$ cat src/sv/gcr54_pkg.sv
// Package: shared types, constants and lookup tables of the GCR 5-to-4 decoder.
`default_nettype none

package gcr54_pkg;

    // Field widths
    localparam int GCR_W     = 8;
    localparam int DATA_W    = 8;
    localparam int TALLY_W   = 16;
    localparam int COUNT_W   = 4;
    localparam int SEL_W     = 2;
    localparam int CODE_W    = 5;
    localparam int NIB_W     = 4;
    localparam int ACC_W     = GCR_W + GCR_W;
    localparam int SUM_W     = COUNT_W + 1;

    // Register map
    localparam int APB_ADDR_W = 3;
    localparam int APB_DATA_W = 32;
    localparam logic REG_IDX_TABLE_SELECT = 1'b0;

    // Code handling constants
    localparam logic [SUM_W-1:0]   PAIR_BITS = SUM_W'(10);
    localparam logic [SUM_W-1:0]   HALF_ADD  = SUM_W'(GCR_W);
    localparam logic [DATA_W-1:0]  BAD_BYTE  = 8'h00;
    localparam logic [TALLY_W-1:0] TALLY_MAX = 16'hFFFF;
    // bit n set when 5-bit code n is a legal GCR code (same for every table)
    localparam logic [31:0]        VALID_CODES = 32'h6EEC_EE00;

    typedef logic [NIB_W-1:0] nib_row_t [32];

    // Nibble tables: standard, then the three scrambled variants
    localparam nib_row_t NIBBLE_TABLE [4] = '{
        '{4'd0, 4'd0, 4'd0, 4'd0, 4'd0, 4'd0, 4'd0, 4'd0,
          4'd0, 4'd8, 4'd0, 4'd1, 4'd0, 4'd12, 4'd4, 4'd5,
          4'd0, 4'd0, 4'd2, 4'd3, 4'd0, 4'd15, 4'd6, 4'd7,
          4'd0, 4'd9, 4'd10, 4'd11, 4'd0, 4'd13, 4'd14, 4'd0},
        '{4'd0, 4'd0, 4'd0, 4'd0, 4'd0, 4'd0, 4'd0, 4'd0,
          4'd0, 4'd9, 4'd1, 4'd0, 4'd0, 4'd13, 4'd5, 4'd4,
          4'd0, 4'd0, 4'd3, 4'd2, 4'd0, 4'd14, 4'd7, 4'd6,
          4'd0, 4'd8, 4'd11, 4'd10, 4'd0, 4'd12, 4'd15, 4'd0},
        '{4'd0, 4'd0, 4'd0, 4'd0, 4'd0, 4'd0, 4'd0, 4'd0,
          4'd0, 4'd10, 4'd2, 4'd1, 4'd0, 4'd14, 4'd6, 4'd5,
          4'd0, 4'd0, 4'd0, 4'd3, 4'd0, 4'd12, 4'd4, 4'd7,
          4'd0, 4'd9, 4'd8, 4'd11, 4'd0, 4'd13, 4'd15, 4'd0},
        '{4'd0, 4'd0, 4'd0, 4'd0, 4'd0, 4'd0, 4'd0, 4'd0,
          4'd0, 4'd11, 4'd3, 4'd0, 4'd0, 4'd15, 4'd7, 4'd4,
          4'd0, 4'd0, 4'd1, 4'd2, 4'd0, 4'd13, 4'd5, 4'd6,
          4'd0, 4'd8, 4'd9, 4'd10, 4'd0, 4'd12, 4'd14, 4'd0}
    };

    // Result of decoding one input byte against the held bits
    typedef struct packed {
        logic               pair;
        logic [DATA_W-1:0]  data;
        logic               err;
        logic [GCR_W-1:0]   next_bits;
        logic [COUNT_W-1:0] next_count;
    } unpack_t;

    function automatic logic code_ok(input logic [CODE_W-1:0] code);
        code_ok = VALID_CODES[code];
    endfunction

endpackage

`default_nettype wire

$ cat src/sv/gcr_5to4_table_decoder.sv
// Top level of the GCR 5-to-4 decoder: input register, decode, result register, APB register.
`default_nettype none

// Takes one raw GCR byte per transfer and returns exactly one result per byte.
// Throughput is one byte per clock while the output is not stalled; the path is the input
// register, then the result register, with the bit accumulator, the two 32-entry table lookups
// and the error count all updated in the single decode pass between them.
// A full result register that is stalled holds the input register, so the
// input stalls only when both stages are occupied. table_select (APB offset 0)
// picks the standard table or one of three scrambled ones and should only be
// written while no byte is in flight. A byte marked last_byte drops any held
// bits and clears the error count after its result.

module gcr_5to4_table_decoder (
    input  wire logic                              clk,
    input  wire logic                              rst_n,
    // input channel
    input  wire logic                              in_valid,
    output logic                                   in_stall,
    input  wire logic [gcr54_pkg::GCR_W-1:0]       gcr_byte,
    input  wire logic                              last_byte,
    // output channel
    output logic                                   out_valid,
    input  wire logic                              out_stall,
    output logic                                   byte_valid,
    output logic [gcr54_pkg::DATA_W-1:0]           data_byte,
    output logic                                   code_error,
    output logic [gcr54_pkg::TALLY_W-1:0]          error_total,
    output logic                                   frame_end,
    // configuration port
    input  wire logic                              psel,
    input  wire logic                              penable,
    input  wire logic                              pwrite,
    input  wire logic [gcr54_pkg::APB_ADDR_W-1:0]  paddr,
    input  wire logic [gcr54_pkg::APB_DATA_W-1:0]  pwdata,
    output logic [gcr54_pkg::APB_DATA_W-1:0]       prdata,
    output logic                                   pready
);
    import gcr54_pkg::*;

    logic [SEL_W-1:0]   table_select_reg;
    logic               s1_valid_reg;
    logic [GCR_W-1:0]   s1_byte_reg;
    logic               s1_last_reg;
    logic [GCR_W-1:0]   leftover_bits_reg;
    logic [COUNT_W-1:0] leftover_count_reg;
    logic [TALLY_W-1:0] error_tally_reg;
    logic [TALLY_W-1:0] error_tally_next;
    logic               out_valid_reg;
    logic               byte_valid_reg;
    logic [DATA_W-1:0]  data_byte_reg;
    logic               code_error_reg;
    logic [TALLY_W-1:0] error_total_reg;
    logic               frame_end_reg;
    logic               advance;
    logic               in_take;
    logic               cfg_write;
    unpack_t            dec;

    // APB register access
    assign pready    = 1'b1;
    assign cfg_write = psel && penable && pwrite && pready;
    assign prdata    = (paddr[APB_ADDR_W-1] == REG_IDX_TABLE_SELECT)
                     ? {{(APB_DATA_W-SEL_W){1'b0}}, table_select_reg}
                     : '0;

    always_ff @(posedge clk or negedge rst_n)
    begin
        if (!rst_n)
        begin
            table_select_reg <= '0;
        end
        else if (cfg_write && (paddr[APB_ADDR_W-1] == REG_IDX_TABLE_SELECT))
        begin
            table_select_reg <= pwdata[SEL_W-1:0];
        end
    end

    // Handshake: stage 1 moves on when the result register is free or being drained
    assign advance  = !out_valid_reg || !out_stall;
    assign in_stall = s1_valid_reg && !advance;
    assign in_take  = in_valid && !in_stall;

    // Input register
    always_ff @(posedge clk or negedge rst_n)
    begin
        if (!rst_n)
        begin
            s1_valid_reg <= 1'b0;
        end
        else if (!s1_valid_reg || advance)
        begin
            s1_valid_reg <= in_valid;
        end
    end

    always_ff @(posedge clk)
    begin
        if (in_take)
        begin
            s1_byte_reg <= gcr_byte;
            s1_last_reg <= last_byte;
        end
    end

    // Decode pass
    gcr54_unpack u_unpack (
        .gcr_byte     (s1_byte_reg),
        .held_bits    (leftover_bits_reg),
        .held_count   (leftover_count_reg),
        .table_select (table_select_reg),
        .result       (dec)
    );

    // Saturating error count including this byte
    always_comb
    begin
        error_tally_next = error_tally_reg;
        if (dec.err && (error_tally_reg != TALLY_MAX))
        begin
            error_tally_next = error_tally_reg + TALLY_W'(1);
        end
    end

    // Accumulator and count state; last byte of a frame clears them
    always_ff @(posedge clk or negedge rst_n)
    begin
        if (!rst_n)
        begin
            leftover_bits_reg  <= '0;
            leftover_count_reg <= '0;
            error_tally_reg    <= '0;
        end
        else if (s1_valid_reg && advance)
        begin
            if (s1_last_reg)
            begin
                leftover_bits_reg  <= '0;
                leftover_count_reg <= '0;
                error_tally_reg    <= '0;
            end
            else
            begin
                leftover_bits_reg  <= dec.next_bits;
                leftover_count_reg <= dec.next_count;
                error_tally_reg    <= error_tally_next;
            end
        end
    end

    // Result register
    always_ff @(posedge clk or negedge rst_n)
    begin
        if (!rst_n)
        begin
            out_valid_reg <= 1'b0;
        end
        else if (advance)
        begin
            out_valid_reg <= s1_valid_reg;
        end
    end

    always_ff @(posedge clk)
    begin
        if (s1_valid_reg && advance)
        begin
            byte_valid_reg  <= dec.pair;
            data_byte_reg   <= dec.data;
            code_error_reg  <= dec.err;
            error_total_reg <= error_tally_next;
            frame_end_reg   <= s1_last_reg;
        end
    end

    assign out_valid   = out_valid_reg;
    assign byte_valid  = byte_valid_reg;
    assign data_byte   = data_byte_reg;
    assign code_error  = code_error_reg;
    assign error_total = error_total_reg;
    assign frame_end   = frame_end_reg;

    // Checks
    a_err_has_byte: assert property (@(posedge clk) disable iff (!rst_n)
        out_valid_reg && code_error_reg |-> byte_valid_reg)
        else $error("code error flagged on a result without a byte");

    a_err_zero_data: assert property (@(posedge clk) disable iff (!rst_n)
        out_valid_reg && code_error_reg |-> data_byte_reg == BAD_BYTE)
        else $error("bad code produced nonzero data");

    a_count_even: assert property (@(posedge clk) disable iff (!rst_n)
        leftover_count_reg[0] == 1'b0 && leftover_count_reg <= COUNT_W'(GCR_W))
        else $error("held bit count out of reachable set");

    a_frame_clear: assert property (@(posedge clk) disable iff (!rst_n)
        s1_valid_reg && advance && s1_last_reg
        |=> leftover_count_reg == '0 && error_tally_reg == '0)
        else $error("frame end did not clear accumulator and count");

    a_stall_full: assert property (@(posedge clk) disable iff (!rst_n)
        in_stall |-> s1_valid_reg && out_valid_reg)
        else $error("input stalled with a free stage");

endmodule

`default_nettype wire

$ cat src/sv/gcr54_unpack.sv
// Single-pass unpack: accumulate one byte, split ten bits into two codes, look up nibbles.
`default_nettype none

module gcr54_unpack (
    input  wire logic [gcr54_pkg::GCR_W-1:0]   gcr_byte,
    input  wire logic [gcr54_pkg::GCR_W-1:0]   held_bits,
    input  wire logic [gcr54_pkg::COUNT_W-1:0] held_count,
    input  wire logic [gcr54_pkg::SEL_W-1:0]   table_select,
    output gcr54_pkg::unpack_t                 result
);
    import gcr54_pkg::*;

    logic [GCR_W-1:0]  held_masked;
    logic [ACC_W-1:0]  acc;
    logic [SUM_W-1:0]  bit_sum;
    logic [SUM_W-1:0]  shift_amt;
    logic [SUM_W-1:0]  keep_count;
    logic [ACC_W-1:0]  aligned;
    logic [CODE_W-1:0] code_hi;
    logic [CODE_W-1:0] code_lo;
    logic              both_ok;

    // Only the meaningful held bits enter the accumulator
    always_comb
    begin
        for (int i = 0; i < GCR_W; i++)
        begin
            held_masked[i] = held_bits[i] & (COUNT_W'(i) < held_count);
        end
    end

    assign acc       = {held_masked, gcr_byte};
    assign bit_sum   = {1'b0, held_count} + HALF_ADD;
    assign shift_amt = bit_sum - PAIR_BITS;
    assign aligned   = acc >> shift_amt;
    assign code_hi   = aligned[2*CODE_W-1:CODE_W];
    assign code_lo   = aligned[CODE_W-1:0];
    assign both_ok   = code_ok(code_hi) && code_ok(code_lo);

    // Bit count left over after this byte
    always_comb
    begin
        if (bit_sum >= PAIR_BITS)
        begin
            keep_count = shift_amt;
        end
        else
        begin
            keep_count = bit_sum;
        end
    end

    // Decode result and the bits to carry into the next byte
    always_comb
    begin
        result.pair = (bit_sum >= PAIR_BITS);
        result.err  = result.pair && !both_ok;
        if (result.pair && both_ok)
        begin
            result.data = {NIBBLE_TABLE[table_select][code_hi],
                           NIBBLE_TABLE[table_select][code_lo]};
        end
        else
        begin
            result.data = BAD_BYTE;
        end
        for (int i = 0; i < GCR_W; i++)
        begin
            result.next_bits[i] = acc[i] & (SUM_W'(i) < keep_count);
        end
        result.next_count = keep_count[COUNT_W-1:0];
    end

endmodule

`default_nettype wire

$ cat config.mk
export PLATFORM = sky130hd
export DESIGN_NAME = gcr_5to4_table_decoder
export DESIGN_NICKNAME = d
export VERILOG_FILES = /design/src/sv/gcr54_pkg.sv /design/src/sv/gcr_5to4_table_decoder.sv /design/src/sv/gcr54_unpack.sv
export SDC_FILE = /design/constraint.sdc
export NUM_CORES = 1
export LEC_CHECK = 0
export ABC_AREA = 0
export ABC_CLOCK_PERIOD_IN_PS = 5580
export BUFFER_PORTS_ARGS = -buffer_cell sky130_fd_sc_hd__buf_2
export CAP_MARGIN = 20
export CORE_MARGIN = 4
export CORE_UTILIZATION = 41
export DETAILED_ROUTE_END_ITERATION = 8
export GPL_TIMING_DRIVEN = 0
export PLACE_DENSITY_LB_ADDON = 0.08
export SLEW_MARGIN = 40
export SYNTH_ARGS = -nofsm -noshare
export SYNTH_HDL_FRONTEND = slang
export SYNTH_HIERARCHICAL = 1
export SYNTH_SLANG_ARGS = --single-unit
$ cat constraint.sdc
create_clock -name clk -period 5.58 [get_ports clk]
set_clock_uncertainty 0.1 [all_clocks]
set_input_delay 0.837 -clock clk [delete_from_list [all_inputs] [get_ports clk]]
set_output_delay 0.837 -clock clk [all_outputs]
set_load 0.01 [all_outputs]
==> results by group, run 1 <==
Global routing
  • Congestion Overflow GR: 0
  • Total GRT Usage: 17.86%
  • Largest net degree at the start of global routing: 33
  • First-pass GRT wire length: 20490 um
  • Initial antenna violation count: 0
  • Vias in the first global route: 3924

Clock network
  • CTS tree: yes
  • Post-CTS Setup Bufs: 0
  • H-tree levels: 3
  • CTS Buffer Depth: 2
  • Clk_lat worst skew: 0.33 ns
  • Total clock sinks: 68
  • TritonCTS Buffers: 9
  • Clock root cell: clkbuf_16
  • Clock-pin slew on the worst setup and hold paths: 0.06 ns

Logic synthesis
  • EDFF count, synth: 36
  • Post-Syn Area: 5119 sq um
  • Register area share after synthesis: 36.76%
  • Post-Synthesis Cells: 532
  • Synth Warn #: 6
  • #FFs+latches synth: 68
  • Netlist cell types: 80
  • Syn Area/Cell: 9.622 sq um
  • Post-synthesis async set-or-reset flop share: 47.06%
  • Main synth FF type: edfxtp_1

Die
  • Die width: 119.7 um
  • DIE AREA: 14340 sq um
  • # IOs: 113
  • Total core area: 12110 sq um
  • Row cnt: 40
  • Die Y: 119.7 um
  • Initial core utilization: 42.26%

STA
  • Fmax: 0.1917 GHz
  • Worst-margin pin slew: 0.7881 ns
  • Rel. slew slack: 46.80%
  • Final setup margin: 0.3647 ns
  • Setup TNS: 0 ns
  • Crit share post-route: 93.46%
  • RSZ-0062 raised after global routing: false
  • Final setup violation count: 0
  • Final Hold Viols: 0
  • Min cycle time layout: 5.215 ns
  • Pins Over Slew Limit: 0

Final layout
  • Synthesis-to-layout area growth: 18.41%
  • Most common cell after layout, fill and taps aside: nand2_1
  • Share of cells above drive strength 1: 25.68%
  • NumNets Final: 687
  • Fin area: 6061 sq um
  • Most frequent cells in the layout: nand2_1 (59), buf_2 (55), edfxtp_1 (36)
  • Diode count: 0

Worst setup path
  • Worst path bufs/invs: 4
  • Crit path max fanout: 11
  • CP cell instances: buf_6 > clkinv_1 > ha_1 > ha_1 > clkbuf_4 > nand2b_1 > a21oi_1 > a211oi_4 > inv_1 > ha_1 > mux2i_1 > nor4_1 > nor3_2 > o21ai_0 > and2_2 > and4_1 > and4bb_2 > and3_1 > o311ai_0
  • Worst path most repeated cell: ha_1
  • CP max-delay cell: dfrtp_1
  • CP Launch Type: flop
  • CP peak stage delay: 0.41 ns
  • CP delay by family, top: simple AND/OR/NAND/NOR gates
  • Worst path required time: 5.70 ns
  • CP Capture Type: flop
  • Worst EP arrival: 5.34 ns
  • Critical setup path kind: flop to flop

Route
  • Vias/cell: 5.277
  • Iteration-0 DRC count of the detailed router: 310
  • Vias post-DR: 4195
  • Post-route DRC: 0
  • Post-route antenna net violation count: 0
  • Drt wl/cell: 15.73 um
  • WL final: 12510 um
  • DR pass1 iterations: 5

Worst hold path
  • Hold Crit Class: primary input to asynchronous set/reset pin

Status
  • Status: finished, final reports clean

Power and ir drop
  • Logic pwr share: 55.5%
  • Register share of total power: 24.3%
  • Clock Power Share: 20.2%
  • Pwr Density: 484.1 nW/um^2
  • Sw Share: 43.68%
  • Worst vdd ir: 0.1906 mV
  • Cell Int Power: 1653 uW
  • Static leakage: 0.002564 uW
  • Switching power: 1282 uW

Placement
  • Dpl hpwl: 9308 um
  • Pre-CTS WS: -0.05229 ns
  • Count of input and output buffers: 49
  • Cell Area, Placed: 5712 sq um
  • Placer Congestion: 0.8625

Flow run
  • Max-cap viol count: 0
-- stage by stage --
step / hold WS [ns] / total power (uW) / std cells / utilization [%]
finish: 0.3478 / 2934 / 795 / 50.04
global route: 0.3873 / 3151 / 795 / 50.04
CTS: 0.3798 / 2924 / 795 / 49.73
detailed placement: 0.3609 / 2321 / 779 / 47.16
global placement: 0.3508 / 2299 / 778 / 46.92
floorplan: 0.3407 / 1949 / 561 / -
-- power groups by stage --
stage          Sequential, uW  Clock (uW)  Combinational (uW)
2_1_floorplan             722           0                1230
3_3_place_gp              722           0                1580
3_5_place_dp              724           0                1600
4_1_cts                   714         604                1610
5_1_grt                   727         627                1800
6_report                  714         593                1630
-- cell families (layout without fill, tap and decap cells) --
logic type	count (synthesis)	count (layout)	synth area share (%)
compound gates	120	120	19.16
xor+xnor	17	17	2.909
fa+ha+maj	14	14	3.422
buf+inv	83	149	10.19
flops	68	68	36.76
mux	31	31	6.600
other cells	2	31	0.1467
simple gates	197	197	20.80
-- synth_stat cells (6+ instances only) --
cell / n / share of area, %
a21oi_1: 23 / 2.2
and2_1: 12 / 1.5
and3_1: 9 / 1.1
buf_4: 34 / 5.0
buf_6: 9 / 2.0
clkbuf_1: 6 / 0.44
dfrtp_1: 32 / 16
edfxtp_1: 36 / 21
ha_1: 14 / 3.4
inv_1: 21 / 1.5
mux2_2: 9 / 2.0
mux2i_1: 18 / 3.5
nand2_1: 59 / 4.3
nand3_1: 17 / 1.7
nand3b_1: 12 / 1.8
nand4_1: 9 / 1.1
nor2_1: 21 / 1.5
nor2b_1: 10 / 1.2
nor3_1: 18 / 1.8
o21a_1: 7 / 1.0
o21ai_0: 20 / 2.0
o311ai_0: 7 / 1.2
xnor2_1: 15 / 2.6
-- path summary, 6_finish.rpt --
check | cells past startpoint | startpoint | slack [ns] | to
max | 19 | leftover_count_reg[1]$_DFFE_PN0P_ | 0.36 | error_tally_reg[14]$_DFFE_PN0P_
min | 1 | rst_n | 0.35 | s1_valid_reg$_DFFE_PN0N_
max reg2reg | 19 | leftover_count_reg[1]$_DFFE_PN0P_ | 0.36 | error_tally_reg[14]$_DFFE_PN0P_
min reg2reg | 0 | s1_last_reg$_DFFE_PP_ | 0.38 | frame_end$_DFFE_PP_
max in group asynchronous | 1 | rst_n | 4.70 | table_select_reg[1]$_DFFE_PN0P_
min in group clk | 0 | s1_last_reg$_DFFE_PP_ | 0.38 | frame_end$_DFFE_PP_
-- layer usage --
metal | track usage, % | up-vias | share of wire (%)
li1 | - | 2077 | -
met1 | 25.39 | 1983 | 49
met2 | 27.65 | 122 | 45
met3 | 3.205 | 13 | 4.7
met4 | 5.655 | 0 | 1.5
met5 | 0 | - | 0
-- layout make-up --
cell class | count | area (sq um)
clock inverters | 3 | 65.06
multi-input cells | 410 | 2864
fillers | 1187 | 6051
flip-flops and latches | 68 | 1882
well taps | 168 | 210.2
repair buffers | 51 | 280.3
inverters | 24 | 95.09
plain buffers | 58 | 424.2
clock buffers | 13 | 240.2
-- repair_timing --
action	in CTS	in global routing
pin swaps	0	2
endpoints found under the setup margin	3	24
resized for setup	1	6
hold endpoints to repair	0	0
hold buffers	0	0
Power figures use the tool's default switching activity.
==> run 2, diff against run 1 <==
--- a/config.mk
+++ b/config.mk
@@ -9,7 +9,7 @@
 export ABC_CLOCK_PERIOD_IN_PS = 5580
 export BUFFER_PORTS_ARGS = -buffer_cell sky130_fd_sc_hd__buf_2
 export CAP_MARGIN = 20
-export CORE_MARGIN = 4
+export CORE_MARGIN = 1
 export CORE_UTILIZATION = 41
 export DETAILED_ROUTE_END_ITERATION = 8
 export GPL_TIMING_DRIVEN = 0
==> run 2 against run 1 <==
Effect of this change:
- global-route usage grew 2.4 points
- sequential share of layout area grew 0.23 points
- die area shrank 9.8%
- sequential power is essentially flat
- total power shrank 2.6%
==> results by group, run 2 (same netlist as run 1, synthesis figures left out) <==
Status
  • Status: finished, final reports clean

Clock network
  • Hold buffers post-CTS: 0
  • Clock root cell: clkbuf_16
  • Clk_lat worst skew: 0.35 ns
  • H-tree levels: 3
  • CTS Buffer Depth: 2
  • CTS tree: yes
  • Total clock sinks: 68
  • TritonCTS Buffers: 9
  • Clock-pin slew on the worst setup and hold paths: 0.06 ns

Worst setup path
  • Critical setup path kind: flop to flop
  • CP Capture Type: flop
  • Worst EP arrival: 5.33 ns
  • Worst path most repeated cell: ha_1
  • CP cell instances: buf_6 > clkinvlp_4 > ha_1 > ha_1 > clkbuf_4 > nand2b_1 > a21oi_1 > a211oi_4 > inv_1 > ha_1 > mux2i_1 > nor4_1 > nor3_2 > o21ai_0 > and2_2 > and4_1 > and4bb_2 > and3_1 > o311ai_0
  • Worst path required time: 5.69 ns
  • R2R depth: 19
  • CP max-delay cell: dfrtp_1
  • Crit path max fanout: 11
  • CP peak stage delay: 0.41 ns
  • CP Launch Type: flop

Route
  • Vias/cell: 5.206
  • Drt wl/cell: 15.57 um
  • DR pass1 iterations: 4
  • Post-route DRC: 0
  • Post-route antenna net violation count: 0
  • Vias post-DR: 4144
  • WL final: 12400 um
  • Iteration-0 DRC count of the detailed router: 246

Die
  • Row cnt: 40
  • Die width: 113.7 um
  • Die Y: 113.7 um
  • DIE AREA: 12940 sq um
  • # IOs: 113
  • Initial core utilization: 42.26%
  • Total core area: 12110 sq um

Final layout
  • Most frequent cells in the layout: nand2_1 (59), buf_2 (54), buf_4 (36), edfxtp_1 (36), dfrtp_1 (32)
  • NumNets Final: 688
  • Share of cells above drive strength 1: 25.80%
  • Diode count: 0
  • Fin area: 6017 sq um
  • Most common cell after layout, fill and taps aside: nand2_1
  • Synthesis-to-layout area growth: 17.55%

STA
  • Final setup violation count: 0
  • Final setup margin: 0.3545 ns
  • Hold WS: 0.3325 ns
  • Setup TNS: 0 ns
  • Rel. slew slack: 47.20%
  • Crit share post-route: 93.65%
  • Min cycle time layout: 5.225 ns
  • Pins Over Slew Limit: 0
  • RSZ-0062 raised after global routing: false
  • Fmax: 0.1914 GHz
  • Final Hold Viols: 0
  • Worst-margin pin slew: 0.7886 ns

Placement
  • Placer Congestion: 0.8864
  • Pre-CTS WS: -0.1126 ns
  • Count of input and output buffers: 49
  • Cell Area, Placed: 5714 sq um
  • Dpl hpwl: 9060 um

Power and ir drop
  • Worst vdd ir: 0.1758 mV
  • Clock Power Share: 18.0%
  • Logic pwr share: 57.0%
  • Switching power: 1290 uW
  • Sw Share: 45.16%
  • Register share of total power: 25.0%
  • Pwr Density: 474.9 nW/um^2
  • Cell Int Power: 1567 uW
  • Static leakage: 0.002543 uW

Global routing
  • Largest net degree at the start of global routing: 33
  • Initial antenna violation count: 0
  • Congestion Overflow GR: 0
  • Total GRT Usage: 20.23%
  • Vias in the first global route: 3915
  • First-pass GRT wire length: 20130 um

Flow run
  • Max-cap viol count: 0

Worst hold path
  • Hold Crit Class: primary input to asynchronous set/reset pin
-- run 2: repair_timing --
item                       in CTS  in global routing
gates cloned                    0                  0
setup endpoints to repair       4                 23
buffers inserted                0                  1
pin swaps                       0                  1
hold endpoints to repair        0                  0
gates resized for setup         2                  5
-- run 2: worst paths after layout --
path | start | endpoint | slack (ns)
worst max-delay path | leftover_count_reg[1]$_DFFE_PN0P_ | error_tally_reg[14]$_DFFE_PN0P_ | 0.35
worst min-delay path | rst_n | error_tally_reg[0]$_DFFE_PN0P_ | 0.33
worst max register to register | leftover_count_reg[1]$_DFFE_PN0P_ | error_tally_reg[14]$_DFFE_PN0P_ | 0.35
worst min register to register | s1_valid_reg$_DFFE_PN0N_ | out_valid$_DFFE_PN0P_ | 0.37
max in group asynchronous | rst_n | leftover_bits_reg[5]$_DFFE_PN0P_ | 4.71
min in group clk | s1_valid_reg$_DFFE_PN0N_ | out_valid$_DFFE_PN0P_ | 0.37
-- run 2: per-stage QoR --
stage	cells	power, uW	utilization [%]
finish	796	2857	49.68
CTS	796	2852	49.40
global route	796	3071	49.68
floorplan	561	1949	-
detailed placement	780	2317	47.18
global placement	778	2285	46.92
-- run 2: critical path: cells and delay by family, from the launching register on --
| family | cells | cell delay, ns |
|---|---|---|
| AO/OA/AOI/OAI | 4 | 1.03 |
| adder cells (fa/ha/maj) | 3 | 0.95 |
| buffers and inverters | 4 | 0.84 |
| flip-flops | 1 | 0.41 |
| multiplexers | 1 | 0.16 |
| AND/OR/NAND/NOR | 7 | 1.60 |
-- run 2: area by class of cell --
cell class	instances	area [sq um]
clock buffers	13	240.2
well taps	168	210.2
inverters	24	98.84
plain buffers	58	424.2
clock inverters	3	17.52
repair buffers	52	285.3
flip-flops and latches	68	1882
fillers	1167	6095
multi-input cells	410	2859
-- run 2: routing by layer --
layer  global-route usage, %  up-vias  share of wire, %
li1                        -     2080                 -
met1                   27.63     1926                48
met2                   31.71      127                46
met3                   4.145       11               5.1
met4                   7.368        0               1.0
met5                       0        -                 0
-- run 2: power groups by stage --
stage | logic, uW | clock network, uW | registers (uW)
after floorplan | 1230 | 0 | 722
after global placement | 1560 | 0 | 723
after detailed placement | 1590 | 0 | 723
after CTS | 1610 | 530 | 716
after global routing | 1790 | 552 | 729
final | 1630 | 514 | 715
==> run 3, diff against run 2 <==
--- a/config.mk
+++ b/config.mk
@@ -14,6 +14,7 @@
 export DETAILED_ROUTE_END_ITERATION = 8
 export GPL_TIMING_DRIVEN = 0
 export PLACE_DENSITY_LB_ADDON = 0.08
+export REMOVE_ABC_BUFFERS = 1
 export SLEW_MARGIN = 40
 export SYNTH_ARGS = -nofsm -noshare
 export SYNTH_HDL_FRONTEND = slang
==> run 3 against run 2 <==
Effect of this change:
- non-clock buffer count fell by 57
- sequential power rose by 7.3%
- clock power rose by 17%
- final area fell by 5.6%
- largest cell class unchanged
- first-iteration DRC count fell by 16%
- largest power group unchanged
- global-route usage fell by 1.8 points
- highest routed layer unchanged
==> results by group, run 3 (same netlist as run 1, synthesis figures left out) <==
Status
  • Status: finished, final reports clean

Power and ir drop
  • Static leakage: 0.002305 uW
  • Worst vdd ir: 0.2869 mV
  • Pwr Density: 501.5 nW/um^2
  • Final Power: 2850 uW

STA
  • Fmax: 0.1920 GHz
  • Crit share post-route: 93.33%
  • RSZ-0062 raised after global routing: false
  • Min cycle time layout: 5.208 ns
  • Worst-margin pin slew: 0.6407 ns
  • Final Hold Viols: 0
  • Final setup margin: 0.3720 ns
  • Final setup violation count: 0
  • Pins Over Slew Limit: 0
  • Rel. slew slack: 56.61%
  • Setup TNS: 0 ns

Route
  • Vias post-DR: 3953
  • Vias/cell: 5.349
  • Post-route antenna net violation count: 0
  • Iteration-0 DRC count of the detailed router: 206
  • Post-route DRC: 0
  • WL final: 11200 um
  • Drt wl/cell: 15.15 um
  • DR pass1 iterations: 4

Worst setup path
  • CP Launch Type: flop
  • Worst path most repeated cell: nand3_1
  • CP peak stage delay: 0.65 ns
  • Worst path bufs/invs: 2
  • R2R depth: 15
  • CP cell instances: clkinv_2 > ha_4 > mux2_2 > o311ai_1 > o32ai_4 > clkinv_4 > ha_1 > mux2i_1 > a22o_2 > o21ai_0 > and2_1 > nand3_1 > nor2_1 > nand3_1 > a221o_1
  • Worst path required time: 5.70 ns
  • CP max-delay cell: dfrtp_4
  • Worst EP arrival: 5.32 ns
  • R2R Setup Slk: 0.37 ns
  • CP Capture Type: flop
  • Crit path max fanout: 31
  • RR Endpoint: error_tally_reg[9]$_DFFE_PN0P_
  • WP depth: 15
  • Critical setup path kind: flop to flop
  • Reg2Reg Launch Point: leftover_count_reg[1]$_DFFE_PN0P_
  • CP delay by family, top: compound AO/OA/AOI/OAI gates

Global routing
  • Vias in the first global route: 3777
  • Initial antenna violation count: 0
  • First-pass GRT wire length: 18640 um
  • Total GRT Usage: 18.44%
  • Congestion Overflow GR: 0
  • Largest net degree at the start of global routing: 42

Final layout
  • Most frequent cells in the layout: nand2_1 (59), buf_2 (48), edfxtp_1 (36)
  • Fin cells: 739
  • Fin area: 5682 sq um
  • Share of cells above drive strength 1: 20.67%
  • NumNets Final: 631
  • Most common cell after layout, fill and taps aside: nand2_1
  • Diode count: 0
  • Synthesis-to-layout area growth: 11.00%
  • Filler cell count: 1199

Worst hold path
  • Hold Crit Class: primary input to asynchronous set/reset pin

Die
  • Total core area: 12110 sq um
  • # IOs: 113
  • Row cnt: 40
  • DIE AREA: 12940 sq um
  • Die Y: 113.7 um
  • Initial core utilization: 42.26%
  • Die width: 113.7 um

Clock network
  • Clock-pin slew on the worst setup and hold paths: 0.05 ns
  • TritonCTS Buffers: 9
  • CTS tree: yes
  • CTS Buffer Depth: 2
  • H-tree levels: 3
  • Total clock sinks: 68
  • Clock root cell: clkbuf_16
  • Clk_lat worst skew: 0.33 ns
  • Post-CTS Setup Bufs: 0

Placement
  • Placer Congestion: 0.8347
  • Pre-CTS WS: -0.7608 ns
  • Count of input and output buffers: 49
  • Cell Area, Placed: 5303 sq um
  • DP Cell Count: 722
  • Dpl hpwl: 7827 um

Flow run
  • Max-cap viol count: 0
## run 3: timing repair
| action | in CTS | in global routing |
|---|---|---|
| endpoints found under the hold margin | 0 | 0 |
| resized for setup | 5 | 5 |
| hold buffers | 0 | 0 |
| endpoints found under the setup margin | 27 | 24 |
| pin swaps | 0 | 0 |
## run 3: worst max path at each step
stage                                      start                         endpoint
2_1_floorplan  leftover_count_reg[1]$_DFFE_PN0P_        error_total[14]$_DFFE_PP_
3_3_place_gp   leftover_count_reg[1]$_DFFE_PN0P_        error_total[13]$_DFFE_PP_
3_5_place_dp   leftover_count_reg[1]$_DFFE_PN0P_        error_total[13]$_DFFE_PP_
4_1_cts        leftover_count_reg[1]$_DFFE_PN0P_  error_tally_reg[14]$_DFFE_PN0P_
5_1_grt        leftover_count_reg[1]$_DFFE_PN0P_   error_tally_reg[9]$_DFFE_PN0P_
6_report       leftover_count_reg[1]$_DFFE_PN0P_   error_tally_reg[9]$_DFFE_PN0P_
## run 3: area by class of cell
class / count / area (sq um) / area share [%]
Inverter: 24 / 97.59 / 1.718
Clock buffer: 10 / 239.0 / 4.206
Multi-Input combinational cell: 410 / 2875 / 50.61
Clock inverter: 6 / 77.57 / 1.365
Timing Repair Buffer: 53 / 295.3 / 5.197
Sequential cell: 68 / 1887 / 33.21
Tap cell: 168 / 210.2 / 3.700
## run 3: worst reg2reg max path: stages (launching register included)
cell	delay, ns
dfrtp_4	0.65
clkinv_2	0.28
ha_4	0.50
mux2_2	0.38
o311ai_1	0.55
o32ai_4	0.26
clkinv_4	0.12
ha_1	0.21
mux2i_1	0.09
a22o_2	0.28
o21ai_0	0.18
and2_1	0.36
nand3_1	0.28
nor2_1	0.34
nand3_1	0.18
a221o_1	0.34
## run 3: stage by stage
stage	utilization, %	hold WS [ns]
after floorplan	-	0.3407
final	46.91	0.3497
after detailed placement	43.78	0.3620
after CTS	46.56	0.3754
after global routing	46.91	0.3751
after global placement	43.40	0.3606
## run 3: per-layer routing
layer / up-vias / track usage (%) / routed length (um)
li1: 1961 / - / -
met2: 93 / 28.70 / 5035
met3: 14 / 4.145 / 438
met4: 0 / 6.754 / 165
met1: 1885 / 25.11 / 5559
met5: - / 0 / 0
## run 3: power by group
| group | leakage [uW] | internal [uW] | switching, uW | total, uW |
|---|---|---|---|---|
| Clock | 0.000157 | 398 | 201 | 599 |
| Sequential | 0.000762 | 638 | 130 | 767 |
| Combinational | 0.00139 | 561 | 922 | 1480 |
| Total | 0.00231 | 1600 | 1250 | 2850 |
